**src/hdl/usb_midi_sysex_packetizer_defines.svh**
```systemverilog
// assertion macros shared by the packetizer modules
`ifndef USB_MIDI_SYSEX_PACKETIZER_DEFINES_SVH
`define USB_MIDI_SYSEX_PACKETIZER_DEFINES_SVH

`ifndef ASSERT_OFF
`define USMP_ASSERT_IMP(label, clk, rst, ante, cons, msg) \
  label: assert property (@(posedge clk) disable iff (rst) (ante) |-> (cons)) else $error(msg);
`define USMP_ASSERT_NXT(label, clk, rst, ante, cons, msg) \
  label: assert property (@(posedge clk) disable iff (rst) (ante) |=> (cons)) else $error(msg);
`else
`define USMP_ASSERT_IMP(label, clk, rst, ante, cons, msg)
`define USMP_ASSERT_NXT(label, clk, rst, ante, cons, msg)
`endif

`endif

```
**src/hdl/usmp_pkg.sv**
```systemverilog
// types and constants of the usb midi sysex packetizer
package usmp_pkg;

  localparam int MAX_ID_BYTES = 3;

  localparam logic [7:0] START_BYTE = 8'hF0;
  localparam logic [7:0] END_BYTE   = 8'hF7;

  localparam logic [2:0] CODE_CONTINUE = 3'h4;
  localparam logic [2:0] CODE_END_BASE = 3'h5;

  localparam logic [1:0] REG_ID_LENGTH  = 2'd0;
  localparam logic [1:0] REG_ID_FIRST   = 2'd1;
  localparam logic [1:0] REG_ID_SECOND  = 2'd2;
  localparam logic [1:0] REG_ID_THIRD   = 2'd3;

  localparam int QUEUE_DEPTH = 4;
  localparam int QPTR_W      = $clog2(QUEUE_DEPTH);
  localparam int QCNT_W      = $clog2(QUEUE_DEPTH + 1);

  typedef struct packed {
    logic [2:0] code;
    logic [7:0] byte_a;
    logic [7:0] byte_b;
    logic [7:0] byte_c;
    logic       fin;
  } packet_t;

  typedef struct packed {
    packet_t pkt0;
    packet_t pkt1;
    logic    two;
  } job_t;

endpackage

```
**src/hdl/usmp_queue.sv**
```systemverilog
// short job queue between the front and back parts
`include "usb_midi_sysex_packetizer_defines.svh"

module usmp_queue (
  input  logic          clk,
  input  logic          rst,
  input  logic          push,
  input  usmp_pkg::job_t wr_job,
  output logic          full,
  input  logic          pop,
  output logic          rd_valid,
  output usmp_pkg::job_t rd_job
);
  import usmp_pkg::*;

  job_t              jobs [0:QUEUE_DEPTH-1];
  logic [QPTR_W-1:0] wr_ptr;
  logic [QPTR_W-1:0] rd_ptr;
  logic [QCNT_W-1:0] count;

  assign full     = (count == QCNT_W'(QUEUE_DEPTH));
  assign rd_valid = (count != '0);
  assign rd_job   = jobs[rd_ptr];

  always_ff @(posedge clk) begin
    if (push) begin
      jobs[wr_ptr] <= wr_job;
    end
  end

  always_ff @(posedge clk) begin
    if (rst) begin
      wr_ptr <= '0;
      rd_ptr <= '0;
      count  <= '0;
    end else begin
      if (push) begin
        wr_ptr <= QPTR_W'(wr_ptr + 1'b1);
      end
      if (pop) begin
        rd_ptr <= QPTR_W'(rd_ptr + 1'b1);
      end
      if (push && !pop) begin
        count <= QCNT_W'(count + 1'b1);
      end else if (pop && !push) begin
        count <= QCNT_W'(count - 1'b1);
      end
    end
  end

  `USMP_ASSERT_IMP(a_no_push_full, clk, rst, push, !full, "push into full queue")
  `USMP_ASSERT_IMP(a_no_pop_empty, clk, rst, pop, rd_valid, "pop from empty queue")

endmodule

```
**src/hdl/usmp_front.sv**
```systemverilog
// front part: config registers, header insertion and packet framing
`include "usb_midi_sysex_packetizer_defines.svh"

module usmp_front (
  input  logic           clk,
  input  logic           rst,
  input  logic           cfg_valid,
  input  logic [1:0]     cfg_index,
  input  logic [6:0]     cfg_data,
  input  logic           in_valid,
  output logic           in_ready,
  input  logic [7:0]     data_byte,
  input  logic           carries_byte,
  input  logic           end_of_payload,
  input  logic           q_full,
  output logic           push,
  output usmp_pkg::job_t job
);
  import usmp_pkg::*;

  logic [1:0] id_length;
  logic [6:0] id_first;
  logic [6:0] id_second;
  logic [6:0] id_third;
  logic [7:0] pend0;
  logic [7:0] pend1;
  logic [1:0] pend_count;
  logic       in_msg;

  logic [7:0] stream [0:7];
  logic [2:0] n;
  logic [2:0] rem;
  logic [1:0] ids;
  logic       acc;
  logic       active;

  assign in_ready = !q_full;
  assign acc      = in_valid && in_ready;
  assign active   = carries_byte || end_of_payload;
  assign ids      = (id_length > 2'(MAX_ID_BYTES)) ? 2'(MAX_ID_BYTES) : id_length;
  assign rem      = 3'(n - 3'd3);

  // byte stream of this item: pending or header, then data, then end byte
  always_comb begin
    for (int i = 0; i < 8; i++) begin
      stream[i] = '0;
    end
    if (in_msg) begin
      stream[0] = pend0;
      stream[1] = pend1;
      n         = {1'b0, pend_count};
    end else begin
      stream[0] = START_BYTE;
      stream[1] = (ids >= 2'd1) ? {1'b0, id_first}  : 8'd0;
      stream[2] = (ids >= 2'd2) ? {1'b0, id_second} : 8'd0;
      stream[3] = (ids >= 2'd3) ? {1'b0, id_third}  : 8'd0;
      n         = 3'(3'd1 + {1'b0, ids});
    end
    if (carries_byte) begin
      stream[n] = data_byte;
      n         = 3'(n + 3'd1);
    end
    if (end_of_payload) begin
      stream[n] = END_BYTE;
      n         = 3'(n + 3'd1);
    end
  end

  always_comb begin
    job.pkt0 = '{code: CODE_CONTINUE, byte_a: stream[0], byte_b: stream[1],
                 byte_c: stream[2], fin: 1'b0};
    job.pkt1 = '{code: CODE_CONTINUE, byte_a: stream[3], byte_b: stream[4],
                 byte_c: stream[5], fin: 1'b1};
    job.two  = 1'b0;
    push     = 1'b0;
    if (end_of_payload) begin
      push = acc;
      if (n > 3'd3) begin
        job.two       = 1'b1;
        job.pkt1.code = 3'(CODE_END_BASE + rem - 3'd1);
      end else begin
        job.pkt0.code = 3'(CODE_END_BASE + n - 3'd1);
        job.pkt0.fin  = 1'b1;
      end
    end else begin
      push = acc && carries_byte && (n >= 3'd3);
    end
  end

  always_ff @(posedge clk) begin
    if (rst) begin
      id_length <= '0;
      id_first  <= '0;
      id_second <= '0;
      id_third  <= '0;
    end else if (cfg_valid) begin
      case (cfg_index)
        REG_ID_LENGTH: id_length <= cfg_data[1:0];
        REG_ID_FIRST:  id_first  <= cfg_data;
        REG_ID_SECOND: id_second <= cfg_data;
        REG_ID_THIRD:  id_third  <= cfg_data;
        default:       id_length <= id_length;
      endcase
    end
  end

  always_ff @(posedge clk) begin
    if (rst) begin
      in_msg     <= 1'b0;
      pend_count <= '0;
      pend0      <= '0;
      pend1      <= '0;
    end else if (acc && active) begin
      if (end_of_payload) begin
        in_msg     <= 1'b0;
        pend_count <= '0;
        pend0      <= '0;
        pend1      <= '0;
      end else begin
        in_msg <= 1'b1;
        if (n >= 3'd3) begin
          pend0      <= stream[3];
          pend1      <= stream[4];
          pend_count <= 2'(rem);
        end else begin
          pend0      <= stream[0];
          pend1      <= stream[1];
          pend_count <= 2'(n);
        end
      end
    end
  end

  `USMP_ASSERT_IMP(a_idle_no_pending, clk, rst, !in_msg, pend_count == 2'd0,
    "pending bytes outside a message")
  `USMP_ASSERT_IMP(a_pending_range, clk, rst, 1'b1, pend_count != 2'd3,
    "pending count beyond two")
  `USMP_ASSERT_NXT(a_end_closes, clk, rst, acc && end_of_payload, !in_msg,
    "message not closed after end mark")

endmodule

```
**src/hdl/usmp_back.sv**
```systemverilog
// back part: unpacks queued jobs into the registered packet output
`include "usb_midi_sysex_packetizer_defines.svh"

module usmp_back (
  input  logic           clk,
  input  logic           rst,
  input  logic           q_valid,
  input  usmp_pkg::job_t q_job,
  output logic           pop,
  output logic           out_valid,
  input  logic           out_ready,
  output usmp_pkg::packet_t out_pkt
);
  import usmp_pkg::*;

  logic half;
  logic load;

  assign load = !out_valid || out_ready;
  assign pop  = load && q_valid && (half || !q_job.two);

  always_ff @(posedge clk) begin
    if (load && q_valid) begin
      out_pkt <= half ? q_job.pkt1 : q_job.pkt0;
    end
  end

  always_ff @(posedge clk) begin
    if (rst) begin
      out_valid <= 1'b0;
      half      <= 1'b0;
    end else if (load) begin
      out_valid <= q_valid;
      if (q_valid) begin
        half <= !pop;
      end
    end
  end

  `USMP_ASSERT_IMP(a_half_has_job, clk, rst, half, q_valid && q_job.two,
    "second packet pending without a two-packet job")

endmodule

```
**src/hdl/usb_midi_sysex_packetizer.sv**
```systemverilog
// top level of the usb midi sysex packetizer
// Frames a system-exclusive payload into 4-byte USB MIDI event packets. One
// input item (one payload byte, or an empty item that only closes the
// message) is taken every cycle while the queue is not full. The first item
// of a message inserts 0xF0 and id_length identifier bytes; the end mark
// appends 0xF7. Each item yields zero, one or two packets, which the front
// part computes in the cycle of acceptance and pushes as one job into a
// 4-entry queue. The back part sends one packet per cycle from its output
// register while m_tready is high, so a two-packet item holds the output
// for both packets while the queue keeps taking items; input stalls only
// when the queue is full. Each packet passes through the queue and then the
// output register. Configuration writes are taken in any cycle (cfg_ready
// is always high) and must be done only while the block is idle.
module usb_midi_sysex_packetizer (
  input  logic        clk,
  input  logic        rst,
  input  logic        cfg_valid,
  output logic        cfg_ready,
  input  logic [1:0]  cfg_index,
  input  logic [6:0]  cfg_data,
  input  logic        s_tvalid,
  output logic        s_tready,
  input  logic [7:0]  s_tdata,  // data_byte
  input  logic        s_tuser,  // carries_byte
  input  logic        s_tlast,  // end_of_payload
  output logic        m_tvalid,
  input  logic        m_tready,
  output logic [23:0] m_tdata,  // midi_byte_a, midi_byte_b, midi_byte_c
  output logic [2:0]  m_tuser,  // code_index
  output logic        m_tlast   // final_packet
);
  import usmp_pkg::*;

  job_t    f_job;
  job_t    q_job;
  packet_t out_pkt;
  logic    push;
  logic    pop;
  logic    q_full;
  logic    q_valid;

  assign cfg_ready = 1'b1;

  usmp_front u_front (
    .clk            (clk),
    .rst            (rst),
    .cfg_valid      (cfg_valid),
    .cfg_index      (cfg_index),
    .cfg_data       (cfg_data),
    .in_valid       (s_tvalid),
    .in_ready       (s_tready),
    .data_byte      (s_tdata),
    .carries_byte   (s_tuser),
    .end_of_payload (s_tlast),
    .q_full         (q_full),
    .push           (push),
    .job            (f_job)
  );

  usmp_queue u_queue (
    .clk      (clk),
    .rst      (rst),
    .push     (push),
    .wr_job   (f_job),
    .full     (q_full),
    .pop      (pop),
    .rd_valid (q_valid),
    .rd_job   (q_job)
  );

  usmp_back u_back (
    .clk       (clk),
    .rst       (rst),
    .q_valid   (q_valid),
    .q_job     (q_job),
    .pop       (pop),
    .out_valid (m_tvalid),
    .out_ready (m_tready),
    .out_pkt   (out_pkt)
  );

  assign m_tdata = {out_pkt.byte_c, out_pkt.byte_b, out_pkt.byte_a};
  assign m_tuser = out_pkt.code;
  assign m_tlast = out_pkt.fin;

endmodule

```
**config.mk**
```make
export PLATFORM = sky130hd
export DESIGN_NAME = usb_midi_sysex_packetizer
export DESIGN_NICKNAME = d
export VERILOG_FILES = /design/src/hdl/usmp_pkg.sv /design/src/hdl/usmp_queue.sv /design/src/hdl/usmp_front.sv /design/src/hdl/usmp_back.sv /design/src/hdl/usb_midi_sysex_packetizer.sv
export VERILOG_INCLUDE_DIRS = /design/src /design/src/hdl
export SDC_FILE = /design/constraint.sdc
export NUM_CORES = 1
export LEC_CHECK = 0
export ABC_AREA = 1
export BUFFER_PORTS_ARGS = -buffer_cell sky130_fd_sc_hd__buf_4
export CORE_MARGIN = 1.5
export CORE_UTILIZATION = 31
export DETAILED_ROUTE_END_ITERATION = 7
export PLACE_DENSITY_LB_ADDON = 0.12
export SYNTH_ARGS = -nofsm -noshare
export SYNTH_HDL_FRONTEND = slang
export SYNTH_SLANG_ARGS = --single-unit
```
**constraint.sdc**
```tcl
create_clock -name clk -period 5.85 [get_ports clk]
set_input_delay 0.2925 -clock clk [delete_from_list [all_inputs] [get_ports clk]]
set_output_delay 0.2925 -clock clk [all_outputs]
set_load 0.02 [all_outputs]
```
# Word-level counts from Yosys, hierarchy flattened
# Memory sizes are Yosys's and may differ from the RTL's. A register that Yosys moved wholly into a read port is not among the register bits.
# Index checks and enable logic that the tools add are counted.
[word_totals] regBits=79 n_memories=1 wordCells=114 mem_bits_rw=224
[op_classes] mux=38 bitwise=5 n_lt_le_gt_ge=10 n_reduce_logical=26 n_addsub=12 n_eq_ne=4
[memory_table] memory="u_queue.jobs" depth=4 width=56 rd=1 rd_clocked_by_memory_dff=1 write_ports=1 line="usmp_queue.sv:16" rtl="job_t jobs [0:QUEUE_DEPTH-1];"
[op_table] operator="$mux 64" n=2
[op_table] operator="$bwmux 64" n=1
[op_table] operator="$or 56x56->56" n=1
[op_table] operator="$demux 8 s3" n=2
[op_table] operator="$mux 8" n=6
[op_table] operator="$mux 16" n=2
[op_table] operator="$mux 28" n=1
[op_table] operator="$mux 3" n=8
[op_table] operator="$mux 7" n=3
[op_table] operator="$logic_and 1x1->1" n=10
[op_table] operator="$mux 2" n=5
[op_table] operator="$reduce_and 2->1" n=5
[op_table] operator="$add 3x1->3 const B" n=3
[op_table] operator="$sub 3x1->3 const B" n=3
[op_table] operator="$and 8x8->8" n=1
[op_table] operator="$ge 4x4->1 const B" n=2
[op_table] operator="$lt 4x1->1 const B" n=2
[op_table] operator="$not 3->4" n=2
[op_table] operator="$not 8->8" n=1
[op_table] operator="$mux 1" n=7
[op_table] operator="$add 3x3->3 const A" n=2
[op_table] operator="$logic_not 1->1" n=5
[op_table] operator="$add 2x1->2 const B" n=2
[op_table] operator="$eq 2x2->1 const B" n=2
[op_table] operator="other kinds (14)" n=17

# Longest topological paths before layout
[depth] depth_word=16 depth_mapped=25 depth_no_buf=25

# Modules after synthesis
# From an unflattened synthesis, not the netlist that was laid out.
[hier_totals] cells_unflattened=1274 area_unflattened_um2=13420.4
[by_module_without_submodules] module="usmp_queue" n_inst=1 seq_area_each_um2=7026.7 cells_each=610 area_each_um2=8867.3
[by_module_without_submodules] module="usmp_front" n_inst=1 seq_area_each_um2=840.8 cells_each=529 area_each_um2=3235.6
[by_module_without_submodules] module="usmp_back" n_inst=1 seq_area_each_um2=880.8 cells_each=133 area_each_um2=1306.3
[by_module_without_submodules] module="usb_midi_sysex_packetizer" n_inst=1 seq_area_each_um2=0.0 cells_each=2 area_each_um2=11.3

# Worst setup path after synthesis
# No wires, ideal clock.
[synth_timing] path_kind="register to register" startpoint="register u_front.id_length[0]" endpoint="memory u_queue.jobs[0][0] (netlist name), enable pin" arrival_ns=4.735 path_stages_with_launch=18 t_required_ns=5.380 synth_period_minus_slack_ns=5.205 path_slack_ns=0.645 cell_sequence="dfxtp_1 inv_1 ha_1 nand2_1 nand2_2 ha_1 nand2_1 nand2_1 ha_1 nand2_1 nand2_2 ha_1 inv_1 nand2_2 a21oi_4 nand2_2 nand2_1 nor2_1"
[synth_via] elab_chain_cells=13
[synth_lines] element="start: declaration" line="usmp_front.sv:21" rtl="logic [1:0] id_length;"
[synth_lines] element="start signal: assignment" line="usmp_front.sv:98" rtl="REG_ID_LENGTH: id_length <= cfg_data[1:0];"
[synth_lines] element="start signal: assignment" line="usmp_front.sv:102" rtl="default: id_length <= id_length;"
[synth_lines] element="$gt 2x2->1" line="usmp_front.sv:40" rtl="assign ids = (id_length > 2'(MAX_ID_BYTES)) ? 2'(MAX_ID_BYTES) : id_length;"
[synth_lines] element="$mux 2 (*)" line="usmp_front.sv:40"
[synth_lines] element="$add 1x2->3 (*)" line="usmp_front.sv:57" rtl="n = 3'(3'd1 + {1'b0, ids});"
[synth_lines] element="$mux 3 (*)" line="usmp_front.sv:48" rtl="if (in_msg) begin"
[synth_lines] element="$add 3x1->3" line="usmp_front.sv:61" rtl="n = 3'(n + 3'd1);"
[synth_lines] element="$mux 3 (*)" line="usmp_front.sv:59" rtl="if (carries_byte) begin"
[synth_lines] element="$add 3x1->3" line="usmp_front.sv:65" rtl="n = 3'(n + 3'd1);"
[synth_lines] element="$mux 3 (*)" line="usmp_front.sv:63" rtl="if (end_of_payload) begin"
[synth_lines] element="$ge 3x2->1 (*)" line="usmp_front.sv:86" rtl="push = acc && carries_byte && (n >= 3'd3);"
[synth_lines] element="$logic_and 1x1->1 (*)" line="usmp_front.sv:86"
[synth_lines] element="$mux 1 (*)" line="usmp_front.sv:76" rtl="if (end_of_payload) begin"
[synth_lines] element="$mux 1 (*)" line="usmp_queue.sv:26" rtl="if (push) begin"
[synth_lines] element="$mux 1 (not written as such) (*)" line="usmp_queue.sv:27" rtl="jobs[wr_ptr] <= wr_job;"
[synth_lines] element="end: declaration" line="usmp_queue.sv:16"
# Every way passes the cells marked *; elsewhere a longest branch is shown, timed or not.

# Worst setup path after layout
[layout_timing] startpoint="register u_front.in_msg" endpoint="memory u_queue.jobs[2][20] (netlist name), enable pin"
[layout_via] elab_chain_cells=10
[layout_lines] element="start: declaration" line="usmp_front.sv:28" rtl="logic in_msg;"
[layout_lines] element="start signal: assignment" line="usmp_front.sv:109" rtl="in_msg <= 1'b0;"
[layout_lines] element="start signal: assignment" line="usmp_front.sv:115" rtl="in_msg <= 1'b0;"
[layout_lines] element="start signal: assignment" line="usmp_front.sv:120" rtl="in_msg <= 1'b1;"
[layout_lines] element="$mux 3 (*)" line="usmp_front.sv:48"
[layout_lines] element="$add 3x1->3" line="usmp_front.sv:61"
[layout_lines] element="$mux 3 (*)" line="usmp_front.sv:59"
[layout_lines] element="$add 3x1->3" line="usmp_front.sv:65"
[layout_lines] element="$mux 3 (*)" line="usmp_front.sv:63"
[layout_lines] element="$ge 3x2->1 (*)" line="usmp_front.sv:86"
[layout_lines] element="$logic_and 1x1->1 (*)" line="usmp_front.sv:86"
[layout_lines] element="$mux 1 (*)" line="usmp_front.sv:76"
[layout_lines] element="$mux 1 (*)" line="usmp_queue.sv:26"
[layout_lines] element="$mux 1 (not written as such) (*)" line="usmp_queue.sv:27"
# Marks and branches as above.

==> impl_metrics.env <==
export IMPL_fp_dieW_um=207.6
export IMPL_avgSynthCellArea_sq_um=10.13
export IMPL_stdcell_area_sq_mm=0.01504
export IMPL_ys_dominant_reg_cell="edfxtp_1"
export IMPL_synth_distinct_cells=33
export IMPL_cp_start_kind="register"
export IMPL_pin_count=55
export IMPL_power_density_mw_per_mm2=435.4
export IMPL_layout_drive_gt1_share=0.1053
export IMPL_path_max_fanout=39
export IMPL_die_area_sq_mm=0.04310
export IMPL_power_mw=6.550
export IMPL_placed_cell_area_sq_mm=0.01396
export IMPL_drtIter0Drc=592
export IMPL_finalWirelength_um=34580
export IMPL_start_util=0.3157
export IMPL_n_fill_cell=4179
export IMPL_tritoncts="yes"
export IMPL_highest_layer="met4"
export IMPL_path_class="reg -> reg"
export IMPL_holdBufCountCts=0
export IMPL_cts_buffers=35
export IMPL_overflow=0
export IMPL_die_h_um=207.6
export IMPL_synthXorXnorAreaFrac=0
export IMPL_layout_setup_ws_ps=1082
export IMPL_ir_worst_vdd_uv=298.2
export IMPL_vias=9063
export IMPL_wirelength_met1_um=16480
export IMPL_cts_setup_buffers=0
export IMPL_wl_met3_um=1446
export IMPL_cts_path_max_buffers=3
export IMPL_synth_edf_count=252
export IMPL_syn_instance_count=1281
export IMPL_slew_viol_final=0
export IMPL_syn_area_sq_mm=0.01298
export IMPL_cap_violations=0
export IMPL_detail_route_wl_per_cell_um=18.38
export IMPL_ys_seq_elements=305
export IMPL_fmax_ghz=0.2097
export IMPL_final_cells=1881
export IMPL_grt_pass1_wl_um=54030
export IMPL_cts_resized=0
export IMPL_gp_congestion=0.8981
export IMPL_yosys_area_share_simple=0.1669
export IMPL_clk_latency_ps=520
export IMPL_min_period_over_period=0.8150
export IMPL_syn_to_final_growth_pct=15.91
export IMPL_required_ps=5990
export IMPL_synth_compound_area_frac=0.1079
export IMPL_antenna_found_initial=2
export IMPL_rsz0062_at_grt="no"
export IMPL_clk_pin_slew_ps=60
export IMPL_synth_seq_area_share=0.6649
export IMPL_drc=0
export IMPL_rows=74
export IMPL_fin_util=0.3659
export IMPL_n_antenna_cell=0
export IMPL_synth_mux_area_fraction=0
export IMPL_cp_end_kind="register"
export IMPL_slew_limit_headroom=0.3597
export IMPL_numPortBuffers=53
export IMPL_hold_viol=0
export IMPL_crit_arrival_ps=4910
export IMPL_p_leak_nw=5.685
export IMPL_finClkSkew_ps=15.07
export IMPL_nets=1362
export IMPL_mostFrequentLayoutCells="nor2_1 (285), edfxtp_1 (252), nand2_1 (190), o21ai_0 (154), inv_1 (87)"
export IMPL_h_tree_depth=2
export IMPL_synth_fa_ha_area_frac=0.01215
export IMPL_coreArea_sq_mm=0.04111
export IMPL_post_place_cells=1821
export IMPL_synthArstFlopShare=0
export IMPL_drt_antenna_violating_nets=0
export IMPL_min_period_ps=4768
export IMPL_setup_viol=0
export IMPL_yosys_warnings=0
export IMPL_worst_slew_pin_slew_ps=960.5
export IMPL_cts_sinks=305
export IMPL_outcome="finished, final reports clean"
export IMPL_grt_max_degree=79
export IMPL_hp_class="in -> reg"
export IMPL_holdWs_ps=32.41
export IMPL_wl_met2_um=16010
export IMPL_grt_usage=0.1630
export IMPL_synth_top_family_by_area="simple AND/OR/NAND/NOR gates"
export IMPL_mostFrequentLayoutCell="nor2_1"
export IMPL_first_global_vias=8966
export IMPL_place_ws_ps=1038
export IMPL_vias_per_cell=4.818
export IMPL_place_hpwl_um=21600
export IMPL_cts_root_buffer="clkbuf_16"
export IMPL_drt_first_pass_iters=5
export IMPL_setup_tns_ps=0
[routing by layer]
metal,up-vias,GRT usage
met2,163,0.2680
met5,-,0
met3,38,0.02360
li1,4452,-
met1,4410,0.2247
met4,0,0.04488
[cell type report]
class                   count  area [sq um]  share of cell area
clock inverters             9         65.06            0.004325
well taps                 532         665.6             0.04425
inverters                  95         359.1             0.02387
multi-input cells         824          3787              0.2518
flip-flops and latches    305          8633              0.5739
clock buffers              51          1018             0.06771
repair buffers             65         513.0             0.03410
[registers in the layout, summed over array words and instances (netlist names), named ones only]
signal	cells
u_queue.jobs	224
u_back.out_pkt	28
u_front.pend0	8
u_front.pend1	8
u_front.id_first	7
u_front.id_second	7
u_front.id_third	7
u_queue.count	3
u_front.id_length	2
u_front.pend_count	2
u_queue.rd_ptr	2
u_queue.wr_ptr	2
u_back.half	1
u_back.out_valid	1
u_front.in_msg	1
[synth_stat cells, types with 4 or more instances]
library cell	n	area, sq um
buf_1	8	30.03
o22ai_1	27	168.9
nor2_1	289	1085
nor2_2	5	31.28
nand3_1	44	220.2
a21oi_1	43	215.2
buf_4	4	30.03
ha_1	11	137.6
dfxtp_1	53	1061
o21ai_0	154	770.7
nand2_1	190	713.2
edfxtp_1	252	7567
nand2_2	12	75.07
a31oi_1	28	175.2
inv_1	90	337.8
clkbuf_1	44	165.2
[cells by family (layout without fill, tap and decap cells)]
logic type               Yosys count  count (layout)
AND/OR/NAND/NOR                  546             546
AO/OA/AOI/OAI                    261             261
adder cells (fa/ha/maj)           12              12
flip-flops                       305             305
other                              1               5
buffers and inverters            156             220
[where the power goes]
part | internal [mW] | switching (mW) | total (mW) | leakage, nW
logic | 0.493 | 1.13 | 1.62 | 2.38
clock network | 1.24 | 0.827 | 2.07 | 0.524
registers | 2.72 | 0.128 | 2.85 | 2.78
[worst paths after layout]
kind                       startpoint                  end  slack, ps  cells after the start
setup / recovery       u_front.in_msg  u_queue.jobs[2][20]       1080                     17
hold / removal            cfg_data[5]  u_front.id_first[5]         30                      3
setup reg to reg       u_front.in_msg  u_queue.jobs[2][20]       1080                     17
hold reg to reg   u_front.id_third[5]  u_front.id_third[5]        460                      2
[worst max-delay path: stages, from the launching register on]
cell     delay, ps
dfxtp_1        750
inv_4          210
nand2_2        150
nand2_2        100
ha_1           310
nand2_1         70
nand2_1         90
ha_1           280
nand2_1         80
nand2_2        140
ha_1           200
inv_1           60
nand2_2        100
a21oi_4        110
nand2_2        160
nand2_1        250
nor2_4         660
buf_4          630
Power figures use the tool's default switching activity.
